<file path="config.mk">
export PLATFORM = sky130hd
export DESIGN_NAME = gregorian_date_add_days
export DESIGN_NICKNAME = d
export VERILOG_FILES = /design/src/hdl/gdad_pkg.sv /design/src/hdl/gdad_ctrl.sv /design/src/hdl/gdad_dpath.sv /design/src/hdl/gregorian_date_add_days.sv
export VERILOG_INCLUDE_DIRS = /design/src /design/src/hdl
export SDC_FILE = /design/constraint.sdc
export NUM_CORES = 1
export LEC_CHECK = 0
export BUFFER_PORTS_ARGS = -buffer_cell sky130_fd_sc_hd__buf_2
export CORE_MARGIN = 4
export CORE_UTILIZATION = 65
export DETAILED_ROUTE_END_ITERATION = 16
export HOLD_SLACK_MARGIN = 0.03
export PLACE_DENSITY = 0.95
export SETUP_SLACK_MARGIN = 0.05
export SLEW_MARGIN = 10
export SYNTH_ARGS = -nofsm -noshare
export SYNTH_HDL_FRONTEND = slang
export SYNTH_SLANG_ARGS = --single-unit
</file>
<file path="constraint.sdc">
create_clock -name clock -period 8.33 [get_ports clock]
set_input_delay 1.666 -clock clock [delete_from_list [all_inputs] [get_ports clock]]
set_output_delay 1.666 -clock clock [all_outputs]
set_load 0.005 [all_outputs]
</file>
<file path="src/hdl/assert_macros.svh">
// Assertion macros shared by the date adder RTL.
`ifndef ASSERT_MACROS_SVH
`define ASSERT_MACROS_SVH

// Same-cycle implication, disabled while reset is high.
`define ASSERT_SAME(label, clk, rst, ante, cons) \
   label: assert property (@(posedge clk) disable iff (rst) (ante) |-> (cons)) \
      else $error("assertion failed");

// Next-cycle implication, disabled while reset is high.
`define ASSERT_NEXT(label, clk, rst, ante, cons) \
   label: assert property (@(posedge clk) disable iff (rst) (ante) |=> (cons)) \
      else $error("assertion failed");

`endif

</file>
<file path="src/hdl/gdad_pkg.sv">
// Package with types, constants and calendar functions of the date adder.
package gdad_pkg;

   localparam int unsigned DAY_W   = 5;
   localparam int unsigned MONTH_W = 4;
   localparam int unsigned YEAR_W  = 14;
   localparam int unsigned ADD_W   = 12;
   localparam int unsigned ACC_W   = 13;   // day plus offset, up to 4126
   localparam int unsigned QUO_W   = 8;    // year / 100 for years below 16384
   localparam int unsigned REM_W   = 7;    // year % 100

   localparam logic [YEAR_W-1:0]  MAX_YEAR        = YEAR_W'(9999);
   localparam logic [ADD_W-1:0]   MAX_OFFSET_DAYS = ADD_W'(4095);
   localparam logic [MONTH_W-1:0] LAST_MONTH      = MONTH_W'(12);
   localparam logic [MONTH_W-1:0] FIRST_MONTH     = MONTH_W'(1);
   localparam logic [DAY_W-1:0]   LAST_DAY        = DAY_W'(31);

   // floor(y / 100) = (y * 5243) >> 19, exact for every 14-bit year
   localparam logic [12:0] RECIP_100 = 13'd5243;
   localparam int unsigned RECIP_SHIFT = 19;
   localparam logic [REM_W-1:0] CENTURY_LAST = REM_W'(99);

   typedef enum logic [1:0] {
      ST_OK       = 2'd0,
      ST_INVALID  = 2'd1,
      ST_OVERFLOW = 2'd2
   } status_type;

   typedef enum logic [2:0] {
      S_IDLE,
      S_QUOT,
      S_CHECK,
      S_ROLL,
      S_DONE
   } state_type;

   typedef struct packed {
      logic load;
      logic quot;
      logic check;
      logic step;
   } cmd_type;

   typedef struct packed {
      logic invalid;
      logic more;
      logic ovf;
   } stat_type;

   // Leap year from the low year bits, the year modulo 100 and the century modulo 4.
   function automatic logic is_leap(input logic [1:0] y_low, input logic [REM_W-1:0] r100,
                                    input logic [1:0] q_low);
      is_leap = (y_low == 2'd0) && ((r100 != '0) || (q_low == 2'd0));
   endfunction

   function automatic logic [DAY_W-1:0] month_len(input logic [MONTH_W-1:0] m,
                                                  input logic leap);
      case (m) inside
         4'd4, 4'd6, 4'd9, 4'd11: month_len = DAY_W'(30);
         4'd2:                    month_len = leap ? DAY_W'(29) : DAY_W'(28);
         default:                 month_len = DAY_W'(31);
      endcase
   endfunction

endpackage

</file>
<file path="src/hdl/gdad_ctrl.sv">
// Sequencer of the date adder: load, century split, check, monthly rollover.
module gdad_ctrl import gdad_pkg::*; (
   input  logic     clock,
   input  logic     reset,
   input  logic     start,
   input  stat_type stat,
   output cmd_type  cmd,
   output logic     busy,
   output logic     done
);

   state_type state_ff, state_in;

   always_ff @(posedge clock) begin
      if (reset) begin
         state_ff <= S_IDLE;
      end else begin
         state_ff <= state_in;
      end
   end

   always_comb begin
      state_in = state_ff;
      cmd      = '0;
      busy     = 1'b1;
      done     = 1'b0;
      case (state_ff)
         S_IDLE: begin
            busy = 1'b0;
            if (start) begin
               cmd.load = 1'b1;
               state_in = S_QUOT;
            end
         end
         S_QUOT: begin
            cmd.quot = 1'b1;
            state_in = S_CHECK;
         end
         S_CHECK: begin
            cmd.check = 1'b1;
            state_in  = stat.invalid ? S_DONE : S_ROLL;
         end
         S_ROLL: begin
            cmd.step = 1'b1;
            if (!stat.more || stat.ovf) begin
               state_in = S_DONE;
            end
         end
         S_DONE: begin
            done     = 1'b1;
            state_in = S_IDLE;
         end
         default: begin
            state_in = S_IDLE;
         end
      endcase
   end

endmodule

</file>
<file path="src/hdl/gdad_dpath.sv">
// Datapath of the date adder: date registers, leap tracking and rollover step.
module gdad_dpath import gdad_pkg::*; (
   input  logic                clock,
   input  cmd_type             cmd,
   input  logic [DAY_W-1:0]    in_day,
   input  logic [MONTH_W-1:0]  in_month,
   input  logic [YEAR_W-1:0]   in_year,
   input  logic [ADD_W-1:0]    add_days,
   output stat_type            stat,
   output logic [DAY_W-1:0]    out_day,
   output logic [MONTH_W-1:0]  out_month,
   output logic [YEAR_W-1:0]   out_year,
   output status_type          out_status
);

   logic [ACC_W-1:0]   d_ff;
   logic [MONTH_W-1:0] m_ff;
   logic [YEAR_W-1:0]  y_ff;
   logic [ADD_W-1:0]   add_ff;
   logic [QUO_W-1:0]   q_ff;
   logic [REM_W-1:0]   r100_ff;
   logic [1:0]         q4_ff;
   status_type         st_ff;

   logic [YEAR_W+12:0] prod;
   logic [YEAR_W-1:0]  cent;
   logic [REM_W-1:0]   r100_chk;
   logic [DAY_W-1:0]   len_chk, len_run;
   logic               wrap;
   logic [ADD_W-1:0]   add_sat;

   assign add_sat  = (add_days > MAX_OFFSET_DAYS) ? MAX_OFFSET_DAYS : add_days;
   assign prod     = y_ff * RECIP_100;
   assign cent     = q_ff * YEAR_W'(100);
   assign r100_chk = REM_W'(y_ff - cent);
   assign len_chk  = month_len(m_ff, is_leap(y_ff[1:0], r100_chk, q_ff[1:0]));
   assign len_run  = month_len(m_ff, is_leap(y_ff[1:0], r100_ff, q4_ff));
   assign wrap     = (m_ff >= LAST_MONTH);

   always_comb begin
      stat.invalid = (d_ff == '0) || (m_ff == '0) || (m_ff > LAST_MONTH) ||
                     (y_ff == '0) || (y_ff > MAX_YEAR) ||
                     (d_ff > ACC_W'(len_chk));
      stat.more    = (d_ff > ACC_W'(len_run));
      stat.ovf     = stat.more && wrap && (y_ff >= MAX_YEAR);
   end

   always_ff @(posedge clock) begin
      if (cmd.load) begin
         d_ff   <= ACC_W'(in_day);
         m_ff   <= in_month;
         y_ff   <= in_year;
         add_ff <= add_sat;
      end
      if (cmd.quot) begin
         q_ff <= QUO_W'(prod >> RECIP_SHIFT);
      end
      if (cmd.check) begin
         r100_ff <= r100_chk;
         q4_ff   <= q_ff[1:0];
         d_ff    <= d_ff + ACC_W'(add_ff);
         st_ff   <= stat.invalid ? ST_INVALID : ST_OK;
      end
      if (cmd.step && stat.more) begin
         if (stat.ovf) begin
            st_ff <= ST_OVERFLOW;
         end else begin
            d_ff <= d_ff - ACC_W'(len_run);
            if (wrap) begin
               m_ff <= FIRST_MONTH;
               y_ff <= y_ff + YEAR_W'(1);
               if (r100_ff == CENTURY_LAST) begin
                  r100_ff <= '0;
                  q4_ff   <= q4_ff + 2'd1;
               end else begin
                  r100_ff <= r100_ff + REM_W'(1);
               end
            end else begin
               m_ff <= m_ff + MONTH_W'(1);
            end
         end
      end
   end

   always_comb begin
      out_status = st_ff;
      case (st_ff)
         ST_OK: begin
            out_day   = d_ff[DAY_W-1:0];
            out_month = m_ff;
            out_year  = y_ff;
         end
         ST_OVERFLOW: begin
            out_day   = LAST_DAY;
            out_month = LAST_MONTH;
            out_year  = MAX_YEAR;
         end
         default: begin
            out_day   = '0;
            out_month = '0;
            out_year  = '0;
         end
      endcase
   end

endmodule

</file>
<file path="src/hdl/gregorian_date_add_days.sv">
// Top level of the Gregorian date adder: sequencer plus datapath.
//
//   Channel   Handshake             Payload
//   request   start / busy          req_in_day, req_in_month, req_in_year, req_add_days
//   response  rsp_strobe (1 cycle)  rsp_out_day, rsp_out_month, rsp_out_year, rsp_status
//
// A request is taken when start is high and busy is low. Each request passes
// through set-up (capture, century split of the year, validity check), then
// one rollover step per month rolled over plus one in which the date is found
// settled, then the done state with the result on the ports. An invalid date
// goes straight from the validity check to the done state.
// Reset is synchronous and returns the sequencer to idle; the receiver cannot
// stall, so rsp_strobe lasts one cycle.
`include "assert_macros.svh"

module gregorian_date_add_days import gdad_pkg::*; (
   input  logic               clock,
   input  logic               reset,
   input  logic               start,
   output logic               busy,
   input  logic [DAY_W-1:0]   req_in_day,
   input  logic [MONTH_W-1:0] req_in_month,
   input  logic [YEAR_W-1:0]  req_in_year,
   input  logic [ADD_W-1:0]   req_add_days,
   output logic               rsp_strobe,
   output logic [DAY_W-1:0]   rsp_out_day,
   output logic [MONTH_W-1:0] rsp_out_month,
   output logic [YEAR_W-1:0]  rsp_out_year,
   output logic [1:0]         rsp_status
);

   cmd_type    cmd;
   stat_type   stat;
   status_type status;
   logic       ok_date_shape;
   logic       zero_date;

   // The sequencer steps the datapath through one request at a time.
   gdad_ctrl u_ctrl (
      .clock (clock),
      .reset (reset),
      .start (start),
      .stat  (stat),
      .cmd   (cmd),
      .busy  (busy),
      .done  (rsp_strobe)
   );

   // The datapath holds the date and keeps the leap-year terms up to date
   // as the year advances, so no division is needed inside the loop.
   gdad_dpath u_dpath (
      .clock      (clock),
      .cmd        (cmd),
      .in_day     (req_in_day),
      .in_month   (req_in_month),
      .in_year    (req_in_year),
      .add_days   (req_add_days),
      .stat       (stat),
      .out_day    (rsp_out_day),
      .out_month  (rsp_out_month),
      .out_year   (rsp_out_year),
      .out_status (status)
   );

   assign rsp_status = status;

   // Shapes of the result date that the checks below expect.
   assign ok_date_shape = (rsp_out_month >= FIRST_MONTH) && (rsp_out_month <= LAST_MONTH) &&
                          (rsp_out_day != '0);
   assign zero_date     = (rsp_out_day == '0) && (rsp_out_month == '0) && (rsp_out_year == '0);

   // An accepted request always keeps the block busy in the next cycle.
   `ASSERT_NEXT(a_accept_busy, clock, reset, start && !busy, busy)
   // A result is a single-cycle strobe.
   `ASSERT_NEXT(a_strobe_single, clock, reset, rsp_strobe, !rsp_strobe)
   // A good result carries a plausible date.
   `ASSERT_SAME(a_ok_date, clock, reset, rsp_strobe && (rsp_status == ST_OK), ok_date_shape)
   // An invalid request returns an all-zero date.
   `ASSERT_SAME(a_invalid_zero, clock, reset, rsp_strobe && (rsp_status == ST_INVALID), zero_date)

endmodule

</file>
Word-level counts from Yosys, hierarchy flattened --
Index checks and enable logic that the tools add are counted.
Storage, ports and cells: bits in registers 65, word-level logic and storage cells 110, bits of input ports 38
Cells by class: $mul 2, order comparisons 7, equal/unequal tests 13, add/subtract/negate cells 7, reduce and logical (&&, ||, !) cells 26, multiplexer cells 46
Operators by type and width (count):
- $mux 14 | 4
- $mux 13 | 4
- $mux 7 | 5
- $pmux 14 s2 | 1
- $mul 14x13->27 const B | 1
- $gt 13x5->1 | 2
- $mux 5 | 4
- $mux 2 | 8
- $mux 4 | 4
- $add 14x1->14 const B | 1
- $ge 14x14->1 const B | 1
- $gt 14x14->1 const B | 1
- $logic_not 14->1 | 1
- $reduce_bool 7->1 | 2
- $add 13x12->13 | 1
- $logic_not 13->1 | 1
- $sub 13x5->13 | 1
- $gt 12x12->1 const B | 1
- $pmux 3 s4 | 1
- $mux 1 | 10
- $pmux 5 s2 | 1
- $mux 3 | 3
- $eq 4x3->1 const B | 2
- $eq 4x4->1 const B | 2
- other kinds (24) | 39

Longest topological paths before layout --
Gate-level depths: netlist of the first run.
word-level depth 14, depth in mapped cells 16, depth with buffers taken out 16

Hierarchy --
Synthesis of the first run repeated with hierarchy kept, for this count alone.
Unflattened totals: cells, all modules 857, area, all modules 7704.9 µm²
By module, submodules not included:
- gdad_dpath | area each 7534.7 µm², seq. area each 1351.3 µm², cells each 835, instances 1
- gdad_ctrl | area each 170.2 µm², seq. area each 60.1 µm², cells each 22, instances 1

Worst setup path after synthesis of the first run --
No wires, ideal clock.
path type reg-to-reg, start register u_dpath.y_ff[4], end register u_dpath.q_ff[3], data pin, cell stages (with the launch flop) 17, period minus slack after synthesis 4.728 ns, data required time 8.071 ns, path buffers 0, setup slack 3.602 ns, arrival 4.469 ns, cell sequence dfxtp_1 -> inv_1 -> fa_1 -> inv_1 -> ha_1 -> fa_1 -> inv_1 -> fa_1 -> fa_1 -> inv_1 -> ha_1 -> o21ai_0 -> a21oi_1 -> o211a_1 -> a221oi_1 -> o21ai_0 -> xnor2_1
Between the ends: cells in the longest elaborated chain, start to end 1
Ends and longest elaborated chain:
- from (decl) | line gdad_dpath.sv:18 | logic [YEAR_W-1:0] y_ff;
- from (signal assigned) | line gdad_dpath.sv:52 | y_ff <= in_year;
- from (signal assigned) | line gdad_dpath.sv:71 | y_ff <= y_ff + YEAR_W'(1);
- $mul 14x13->27 | line gdad_dpath.sv:33 | assign prod = y_ff * RECIP_100;
- net u_dpath.prod[22] | line gdad_dpath.sv:25 | logic [YEAR_W+12:0] prod;
- to (signal assigned) | line gdad_dpath.sv:56 | q_ff <= QUO_W'(prod >> RECIP_SHIFT);
- to (decl) | line gdad_dpath.sv:20 | logic [QUO_W-1:0] q_ff;
The timed path passes the listed nets, and every way through them passes these cells. A chain may end at the register's enable or synchronous reset.

Worst setup path in the final report of the first run --
start register u_dpath.y_ff[6], end register u_dpath.q_ff[3], data pin
Same word-level chain as after synthesis.

==> results.txt, run 1 <==
Crit Path Class -> flip-flop to flip-flop
#FFs+latches synth -> 62
Initial Utilization -> 66.2%
Yosys top cell area share -> 22.4%
Skew final -> 0.0106 ns
Primary FF master, synth -> dfxtp_1
Vias in the first global route -> 6584
Cell with the most instances after synthesis -> inv_1
First-pass GRT wire length -> 33500 um
Die footprint -> 0.0134 mm2
RSZ-0062 raised after global routing -> no
Vias per cell -> 6.40
FMAX -> 0.187 GHz
Final setup TNS -> 0 ns
Worst-path clk slew -> 0.06 ns
Antenna violations before repair -> 0
HP Class -> flip-flop to flip-flop
I/O Buffers -> 64
H-tree levels -> 3
Max-slew violation count -> 0
GRT Overall Usage -> 31.7%
MaxCap Viol Count -> 0
CP cell instances -> inv_1, fa_1, inv_1, ha_1, fa_1, fa_1, inv_1, fa_1, inv_1, ha_1, a21oi_1, o21ai_0, a211o_1, a221oi_1, o21ai_0, xnor2_1
Pre-antenna DRT Iters -> 8
Post-synth cell types -> 72
Most common library cells after synthesis -> 148 x inv_1, 135 x ha_1, 65 x fa_1
CTS Buffer Depth -> 2
Ys Warns -> 0
I/O pin cnt -> 65
GRT overflow -> 0
Sequential area share after synthesis -> 18.7%
Critical Path AT -> 5.45 ns
Skew-Pair Late Insertion Delay -> 0.33 ns
Synth area leader -> ha_1
Cell row count -> 39
CTS Buf Count -> 9
Ant. Diodes -> 0
Synth area leaders -> ha_1 22%, fa_1 17%, dfxtp_1 12%
Worst slew margin -> 26.6%
RePlAce Congestion -> 0.944
Number of synthesized flops with an enable pin -> 17
Placed wire-length estimate -> 15200 um
Startpoint types -> flip-flop
Area of the multi-input gates -> 0.00545 mm2
Total number of vias -> 6665
Fill count -> 775
Seq. cell area -> 0.00141 mm2
Fin. Hold Viols -> 0
Chip width -> 116 um
Status -> finished, final reports clean
Post-synthesis instance total -> 849
Postcts setup bufs -> 0
Max stage delay on crit path -> 0.61 ns
Final setup viols -> 0
CP max FO -> 9
Slowest-stage cell, CP -> a221oi_1
Routed length per instance -> 19.8 um
Post-CTS Hold Buffers -> 0
Largest net degree at the start of global routing -> 38
Die Ht -> 116 um
Worst-Margin Slew -> 1.10 ns
Initial DRC count -> 758
Sink Count -> 62
DRT Wirelength -> 20600 um
Min Tclk post-route -> 5.36 ns
Synth Cell Area -> 0.00755 mm2
DRC -> 0
Fin crit share -> 64.4%
CORE AREA -> 0.0114 mm2
CP endpoint kind -> flip-flop
Layout cells sized above 1 -> 10.9%
Nets@finish -> 1132
Post-cts sizing count -> 0
Syn_nets -> 1087
Root buf cell -> clkbuf_16
ANT nets after route -> 0
Syn Area/Cell -> 8.90 um2
Critical Path RT -> 8.42 ns
CTS tree -> built
Synthesis-to-finish area growth -> 9.31%
Synth async-reset ratio -> 0%
==> final timing paths <==
check	slack (ns)	cells past startpoint	start	endpoint
worst max-delay path	2.97	16	u_dpath.y_ff[6]	u_dpath.q_ff[3]
worst min-delay path	0.54	1	u_dpath.q4_ff[0]	u_dpath.q4_ff[0]
worst max register to register	2.97	16	u_dpath.y_ff[6]	u_dpath.q_ff[3]
worst min register to register	0.54	1	u_dpath.q4_ff[0]	u_dpath.q4_ff[0]
==> metrics by stage <==
stage	util, %	hold WS [ns]	instances	instance area, um2	setup WS, ns
finish	72.3	0.542	1042	8260	2.97
global route	72.3	0.566	1042	8260	2.69
CTS	72.3	0.533	1042	8260	3.01
detailed placement	69.4	0.503	1026	7920	3.01
global placement	69.4	0.496	1026	7920	3.22
floorplan	-	0.473	849	7550	3.60
==> critical path, delay by kind of cell (launching register included) <==
| kind | cells | cell delay [ns] |
|---|---|---|
| adder cells (fa/ha/maj) | 6 | 2.62 |
| XOR/XNOR | 1 | 0.16 |
| AO/OA/AOI/OAI | 5 | 1.32 |
| flip-flops | 1 | 0.60 |
| buffers and inverters | 4 | 0.41 |
==> layout by cell type (no fill, tap or decap), types with 16 or more instances in the layout <==
cell	instances
o21ai_0	22
a21oi_1	47
o21ai_1	20
inv_1	148
ha_1	135
edfxtp_1	17
buf_2	64
o22ai_1	19
xnor2_1	21
dfxtp_1	45
nand3_1	16
nor3_1	17
nor2_1	54
nand2_1	50
fa_1	65
==> logic make-up (layout without fill, tap and decap cells) <==
group	count (synthesis)	in the layout	synth area share, %
flip-flops	62	62	18.7
adder cells (fa/ha/maj)	200	200	39.6
XOR/XNOR	29	29	3.36
AO/OA/AOI/OAI	177	177	15.5
AND/OR/NAND/NOR	200	200	13.5
multiplexers	1	1	0.149
buffers and inverters	180	230	9.24
==> registers in the layout, summed over array words and instances, names as in the netlist <==
register,cells
u_dpath.y_ff,14
u_dpath.m_ff,4
u_dpath.q_ff,5
u_dpath.out_status,2
u_dpath.q4_ff,2
u_dpath.add_ff,12
u_dpath.r100_ff,7
u_ctrl.state_ff,3
u_dpath.d_ff,13
==> cell type report <==
class / instances / share of cell area (%)
Tap cell: 143 / 2.17
Multi-Input combinational cell: 607 / 65.9
Timing Repair Buffer: 65 / 3.97
Clock inverter: 5 / 0.985
Inverter: 149 / 6.77
Sequential cell: 62 / 17.1
Clock buffer: 11 / 3.08
==> layer usage <==
layer	GRT usage [%]	vias up	part of all wire, %
met5	0	-	0
met4	13.7	0	5.0
met3	7.36	111	10
met2	50.0	449	46
met1	42.1	3129	39
li1	-	2976	-
Power of run 1 is left out: the tool's default activity adds up to more than one toggle a clock period on the data nets, which glitch-free logic cannot reach.
==> run 2: changes to the inputs <==
--- a/config.mk
+++ b/config.mk
@@ -6,12 +6,13 @@
 export SDC_FILE = /design/constraint.sdc
 export NUM_CORES = 1
 export LEC_CHECK = 0
+export ABC_AREA = 1
 export BUFFER_PORTS_ARGS = -buffer_cell sky130_fd_sc_hd__buf_2
 export CORE_MARGIN = 4
-export CORE_UTILIZATION = 65
+export CORE_UTILIZATION = 57
 export DETAILED_ROUTE_END_ITERATION = 16
 export HOLD_SLACK_MARGIN = 0.03
-export PLACE_DENSITY = 0.95
+export PLACE_DENSITY = 0.9
 export SETUP_SLACK_MARGIN = 0.05
 export SLEW_MARGIN = 10
 export SYNTH_ARGS = -nofsm -noshare
==> constraint.sdc (replaced) <==
create_clock -name clock -period 4.5 [get_ports clock]
set_input_delay 0.9 -clock clock [delete_from_list [all_inputs] [get_ports clock]]
set_output_delay 0.9 -clock clock [all_outputs]
set_load 0.005 [all_outputs]
==> run 2 against run 1 <==
Against the previous run:
- hold slack got worse by 0.071 ns
- sequential share of layout area decreased by 1.5 points
- first-iteration DRC count decreased by 17%
- global-route usage decreased by 4.6 points
- register-to-register slack got worse by 2.7 ns
- routed wire length increased by 4.3%
- count of clock-buffer cells in the layout increased by 1
- cell count increased by 27%
- final area increased by 11%
- fmax increased by 26%
- clock skew decreased by 0.0034 ns
- critical path depth decreased by 1
- largest cell class unchanged
- highest routed layer unchanged
==> results.txt, run 2 <==
Worst-Margin Slew -> 1.21 ns
Die footprint -> 0.0164 mm2
Placed cell count -> 1309
Total number of vias -> 7402
Critical Path AT -> 4.38 ns
RePlAce Congestion -> 0.947
Yosys top cell area share -> 20.5%
Skew final -> 0.00722 ns
Commonest non-fill, non-tap cells in the layout -> 203 x inv_1, 195 x nand2_1, 132 x ha_1
Antenna violations before repair -> 0
MaxCap Viol Count -> 0
Max reg flops -> 14
CP max FO -> 6
Sequential area share after synthesis -> 17.2%
CTS tree -> built
Chip width -> 128 um
GRT overflow -> 0
Critical R2R Launch -> u_dpath.y_ff[12]
Post-synthesis instance total -> 1076
Primary FF master, synth -> dfxtp_1
Crit Reg-Reg Endpoint -> u_dpath.q_ff[3]
Ys Warns -> 0
Placed wire-length estimate -> 17100 um
Die Ht -> 128 um
Ant. Diodes -> 0
Layout cells sized above 1 -> 13.4%
Cell with the most instances after synthesis -> inv_1
Status -> finished, final reports clean
DRC -> 0
Worst slew margin -> 19.0%
Initial Utilization -> 58.8%
CP most frequent cell -> fa_1
Slowest-stage cell, CP -> fa_1
Biggest register -> u_dpath.y_ff
ANT nets after route -> 0
Vias per cell -> 5.58
Post-synth cell types -> 44
Cell row count -> 43
Synth Cell Area -> 0.00823 mm2
Post-Layout Cell Count -> 1326
Routed length per instance -> 16.2 um
CP endpoint kind -> flip-flop
CP cell instances -> buf_4, ha_1, fa_1, fa_1, fa_1, inv_1, fa_1, inv_1, ha_1, a21oi_1, o21ai_0, o21ai_1, nand3_1, nand2_1, nand2_1
H-tree levels -> 3
Min Tclk post-route -> 4.27 ns
Worst hold stages -> 1
Startpoint types -> flip-flop
Synth area leader -> ha_1
Final setup TNS -> 0 ns
Sink Count -> 62
Most common library cells after synthesis -> 204 x inv_1, 195 x nand2_1, 135 x ha_1
RSZ-0062 raised after global routing -> yes
Syn_nets -> 1314
Synth area leaders -> ha_1 21%, fa_1 16%, dfxtp_1 11%
DRT Wirelength -> 21500 um
Crit Path Class -> flip-flop to flip-flop
Vias in the first global route -> 7505
#FFs+latches synth -> 62
CTS Buffer Depth -> 2
Initial DRC count -> 631
Synthesis-to-finish area growth -> 11.3%
HP Class -> flip-flop to flip-flop
Root buf cell -> clkbuf_16
Worst-path clk slew -> 0.06 ns
Area of the multi-input gates -> 0.00591 mm2
Fin. Hold Viols -> 0
Nets@finish -> 1380
GRT Overall Usage -> 27.1%
Largest regs -> u_dpath.y_ff x14, u_dpath.d_ff x13, u_dpath.add_ff x12
Critical Path RT -> 4.61 ns
I/O Buffers -> 64
End of the critical path -> u_dpath.q_ff[3]
Syn Area/Cell -> 7.65 um2
I/O pin cnt -> 65
Flop2flop setup slack -> 0.23 ns
Worst setup path startpoint -> u_dpath.y_ff[12]
First-pass GRT wire length -> 35500 um
Fin crit share -> 94.9%
Fill count -> 1069
Pre-antenna DRT Iters -> 7
Seq. cell area -> 0.00143 mm2
Final setup viols -> 0
CORE AREA -> 0.0140 mm2
Synth async-reset ratio -> 0%
FMAX -> 0.234 GHz
Max-slew violation count -> 0
Commonest non-fill, non-tap cell in the layout -> inv_1
Largest net degree at the start of global routing -> 42
Number of synthesized flops with an enable pin -> 17
CTS Buf Count -> 9
Skew-Pair Late Insertion Delay -> 0.35 ns
Worst r2r path cells -> 15
Max stage delay on crit path -> 0.57 ns
-- run 2: cell count changes after synthesis, moves of 19 or more --
cell,delta
nand2_1,+145
inv_1,+56
nor2_1,+27
o21ai_2,+19
nand3_1,+44
o21ai_0,+40
-- run 2: what timing repair did --
item                                    CTS  global route
resized for setup                         1            23
endpoints found under the setup margin    2             5
pin swaps                                 0             3
buffers inserted                          0             2
hold buffers                              0             0
-- run 2: kinds of logic (layout without fill, tap and decap cells) --
group	after synthesis	in the layout	share of synthesized area (%)
AND/OR/NAND/NOR	382	382	20.0
buffers and inverters	239	309	11.6
adder cells (fa/ha/maj)	200	200	36.3
AO/OA/AOI/OAI	158	158	11.2
flip-flops	62	62	17.2
XOR/XNOR	35	35	3.73
-- run 2: layout make-up --
cell class              count  area share, %
multi-input cells         775           64.5
flip-flops and latches     62           15.6
inverters                 206           8.48
repair buffers             88           5.50
clock buffers              12           2.69
well taps                 180           2.46
clock inverters             3          0.751
-- run 2: worst min-delay path by stage --
| stage | start | endpoint | slack, ns |
|---|---|---|---|
| 6_report | u_dpath.q4_ff[0] | u_dpath.q4_ff[0] | 0.47 |
| 3_5_place_dp | u_dpath.q4_ff[0] | u_dpath.q4_ff[0] | 0.46 |
| 3_3_place_gp | u_dpath.q4_ff[0] | u_dpath.q4_ff[0] | 0.45 |
| 2_1_floorplan | u_dpath.q4_ff[0] | u_dpath.q4_ff[0] | 0.44 |
| 4_1_cts | u_dpath.q4_ff[0] | u_dpath.q4_ff[0] | 0.47 |
| 5_1_grt | u_dpath.q4_ff[0] | u_dpath.q4_ff[0] | 0.50 |
-- run 2: worst max-delay path: cells and delay by family, from the launching register on --
kind / cells / cell delay (ns)
simple gates: 3 / 0.21
flops: 1 / 0.34
buf+inv: 3 / 0.27
fa+ha+maj: 6 / 2.68
compound gates: 3 / 0.52
-- run 2: through the flow --
stage | hold WS, ns | instance area (um2) | setup WS, ns | util [%]
3_3_place_gp | 0.453 | 8760 | 0.146 | 62.6
2_1_floorplan | 0.437 | 8230 | 0.108 | -
4_1_cts | 0.467 | 9080 | 0.0668 | 64.9
3_5_place_dp | 0.456 | 8760 | 0.0578 | 62.6
6_report | 0.471 | 9160 | 0.231 | 65.5
5_1_grt | 0.501 | 9160 | 0.0283 | 65.5
-- run 2: layer usage --
metal	wire length, um	vias to the layer above	part of all wire (%)	GRT usage [%]
li1	-	3550	-	-
met3	1460	70	6.8	5.21
met4	954	0	4.4	13.5
met1	8390	3468	39	31.7
met2	10700	314	50	47.4
met5	0	-	0	0
Power of run 2 is left out for the same reason.
==> run 3: changes to the inputs <==
--- a/config.mk
+++ b/config.mk
@@ -9,10 +9,10 @@
 export ABC_AREA = 1
 export BUFFER_PORTS_ARGS = -buffer_cell sky130_fd_sc_hd__buf_2
 export CORE_MARGIN = 4
-export CORE_UTILIZATION = 57
+export CORE_UTILIZATION = 25
 export DETAILED_ROUTE_END_ITERATION = 16
 export HOLD_SLACK_MARGIN = 0.03
-export PLACE_DENSITY = 0.9
+export PLACE_DENSITY = 0.52
 export SETUP_SLACK_MARGIN = 0.05
 export SLEW_MARGIN = 10
 export SYNTH_ARGS = -nofsm -noshare
==> run 3 against run 2 <==
Against the previous run:
- non-clock buffer count up 4
- flip-flop and latch count unchanged
- first-iteration DRC count decreased by 41%
- register-to-register slack lost 0.03 ns
- worst setup slack worse by 0.026 ns
- cell count increased by 20%
- utilization shrank 36 points
- final area rose by 4.2%
- critical path depth up 5
- sequential share of layout area is 0.65 points lower
- critical path type unchanged
==> results.txt, run 3 (synthesis gave the netlist of run 2 again) <==
Post-DP Area -> 0.00913 mm2
GRT overflow -> 0
Sink Count -> 62
First-pass GRT wire length -> 36200 um
FMAX -> 0.233 GHz
Critical Path AT -> 4.41 ns
Final Instance Area -> 0.00954 mm2
CORE AREA -> 0.0325 mm2
MaxCap Viol Count -> 0
Critical Path RT -> 4.61 ns
Max-slew violation count -> 0
Layout cells sized above 1 -> 14.0%
Seq. cell area -> 0.00143 mm2
Fill count -> 3607
Area of the multi-input gates -> 0.00591 mm2
DRT Wirelength -> 22300 um
GRT Overall Usage -> 12.6%
CP max FO -> 5
Nets@finish -> 1384
Fin. Hold Viols -> 0
Initial DRC count -> 372
HP Class -> flip-flop to flip-flop
I/O pin cnt -> 65
Commonest non-fill, non-tap cells in the layout -> 199 x inv_1, 195 x nand2_1, 132 x ha_1
Skew-Pair Late Insertion Delay -> 0.35 ns
Placed wire-length estimate -> 18500 um
Total number of vias -> 6944
Largest regs -> u_dpath.y_ff x14, u_dpath.d_ff x13, u_dpath.add_ff x12
Chip width -> 189 um
Commonest non-fill, non-tap cell in the layout -> inv_1
Die Ht -> 189 um
Flop2flop setup slack -> 0.21 ns
DRC -> 0
Cell row count -> 66
Status -> finished, final reports clean
Initial Utilization -> 25.3%
CTS Buf Count -> 9
CTS tree -> built
Routed length per instance -> 14.0 um
Pre-antenna DRT Iters -> 5
Postcts setup bufs -> 0
Worst-path clk slew -> 0.06 ns
Startpoint types -> flip-flop
Final worst slack -> 0.205 ns
Skew final -> 0.00884 ns
CP endpoint kind -> flip-flop
Fin crit share -> 95.4%
Max reg flops -> 14
CTS Buffer Depth -> 2
Min Tclk post-route -> 4.29 ns
I/O Buffers -> 64
Final setup TNS -> 0 ns
Post-CTS Hold Buffers -> 0
Worst slack, placed -> 0.0341 ns
Crit Path Class -> flip-flop to flip-flop
Die footprint -> 0.0359 mm2
Largest net degree at the start of global routing -> 42
Vias per cell -> 4.36
H-tree levels -> 3
Worst-Margin Slew -> 0.853 ns
Biggest register -> u_dpath.y_ff
Ant. Diodes -> 0
Antenna violations before repair -> 0
Final setup viols -> 0
Synthesis-to-finish area growth -> 15.9%
ANT nets after route -> 0
Fin Hold WS -> 0.485 ns
Worst slew margin -> 43.0%
Vias in the first global route -> 6954
RePlAce Congestion -> 0.861
Root buf cell -> clkbuf_16
RSZ-0062 raised after global routing -> no
## run 3: changes by cell type in the layout (fill, tap and decap cells not counted), moves of 2 or more
cell,previous run,this run
dfxtp_1,35,37
inv_1,203,199
inv_2,1,6
dfxtp_2,8,6
buf_4,23,28
## run 3: timing repair
item / 4_1_cts / 5_1_grt
pin swaps: 0 / 2
endpoints found under the setup margin: 1 / 5
cloned: 0 / 0
resized for setup: 2 / 22
## run 3: worst paths after layout
path | startpoint | endpoint | cells after the start
max | u_dpath.y_ff[10] | u_dpath.q_ff[1] | 20
min | u_dpath.q4_ff[0] | u_dpath.q4_ff[0] | 1
max reg2reg | u_dpath.y_ff[10] | u_dpath.q_ff[1] | 20
min reg2reg | u_dpath.q4_ff[0] | u_dpath.q4_ff[0] | 1
## run 3: final cells by class
class | instances | area share, %
multi-input combinational | 775 | 62.0
clock inverter | 4 | 0.787
tap | 442 | 5.80
inverter | 206 | 8.10
timing repair buffer | 92 | 5.56
clock buffer | 12 | 2.81
sequential | 62 | 15.0
## run 3: routing by layer
metal	vias up	global-route usage (%)	routed length (um)
li1	3560	-	-
met1	3257	16.4	10400
met2	113	21.7	10900
met3	14	2.30	716
met4	0	2.75	233
met5	-	0	0
## run 3: critical path, cell delays in order, from the launching register on
cell,delay [ns]
dfxtp_4,0.37
fa_1,0.48
ha_1,0.29
inv_1,0.05
fa_1,0.49
inv_1,0.06
fa_1,0.54
inv_1,0.06
fa_1,0.54
inv_1,0.06
ha_4,0.25
nand2_1,0.06
nand2_1,0.05
inv_2,0.06
nand2_1,0.07
a21oi_2,0.17
o21ai_1,0.09
a21oi_1,0.20
nand2_1,0.08
nand2_1,0.06
nand2_1,0.05
## run 3: through the flow
step | instances | util (%)
after global routing | 1593 | 29.3
after CTS | 1593 | 29.1
after floorplan | 1076 | -
final | 1593 | 29.3
after global placement | 1577 | 28.1
after detailed placement | 1577 | 28.1
Power of run 3 is left out for the same reason.
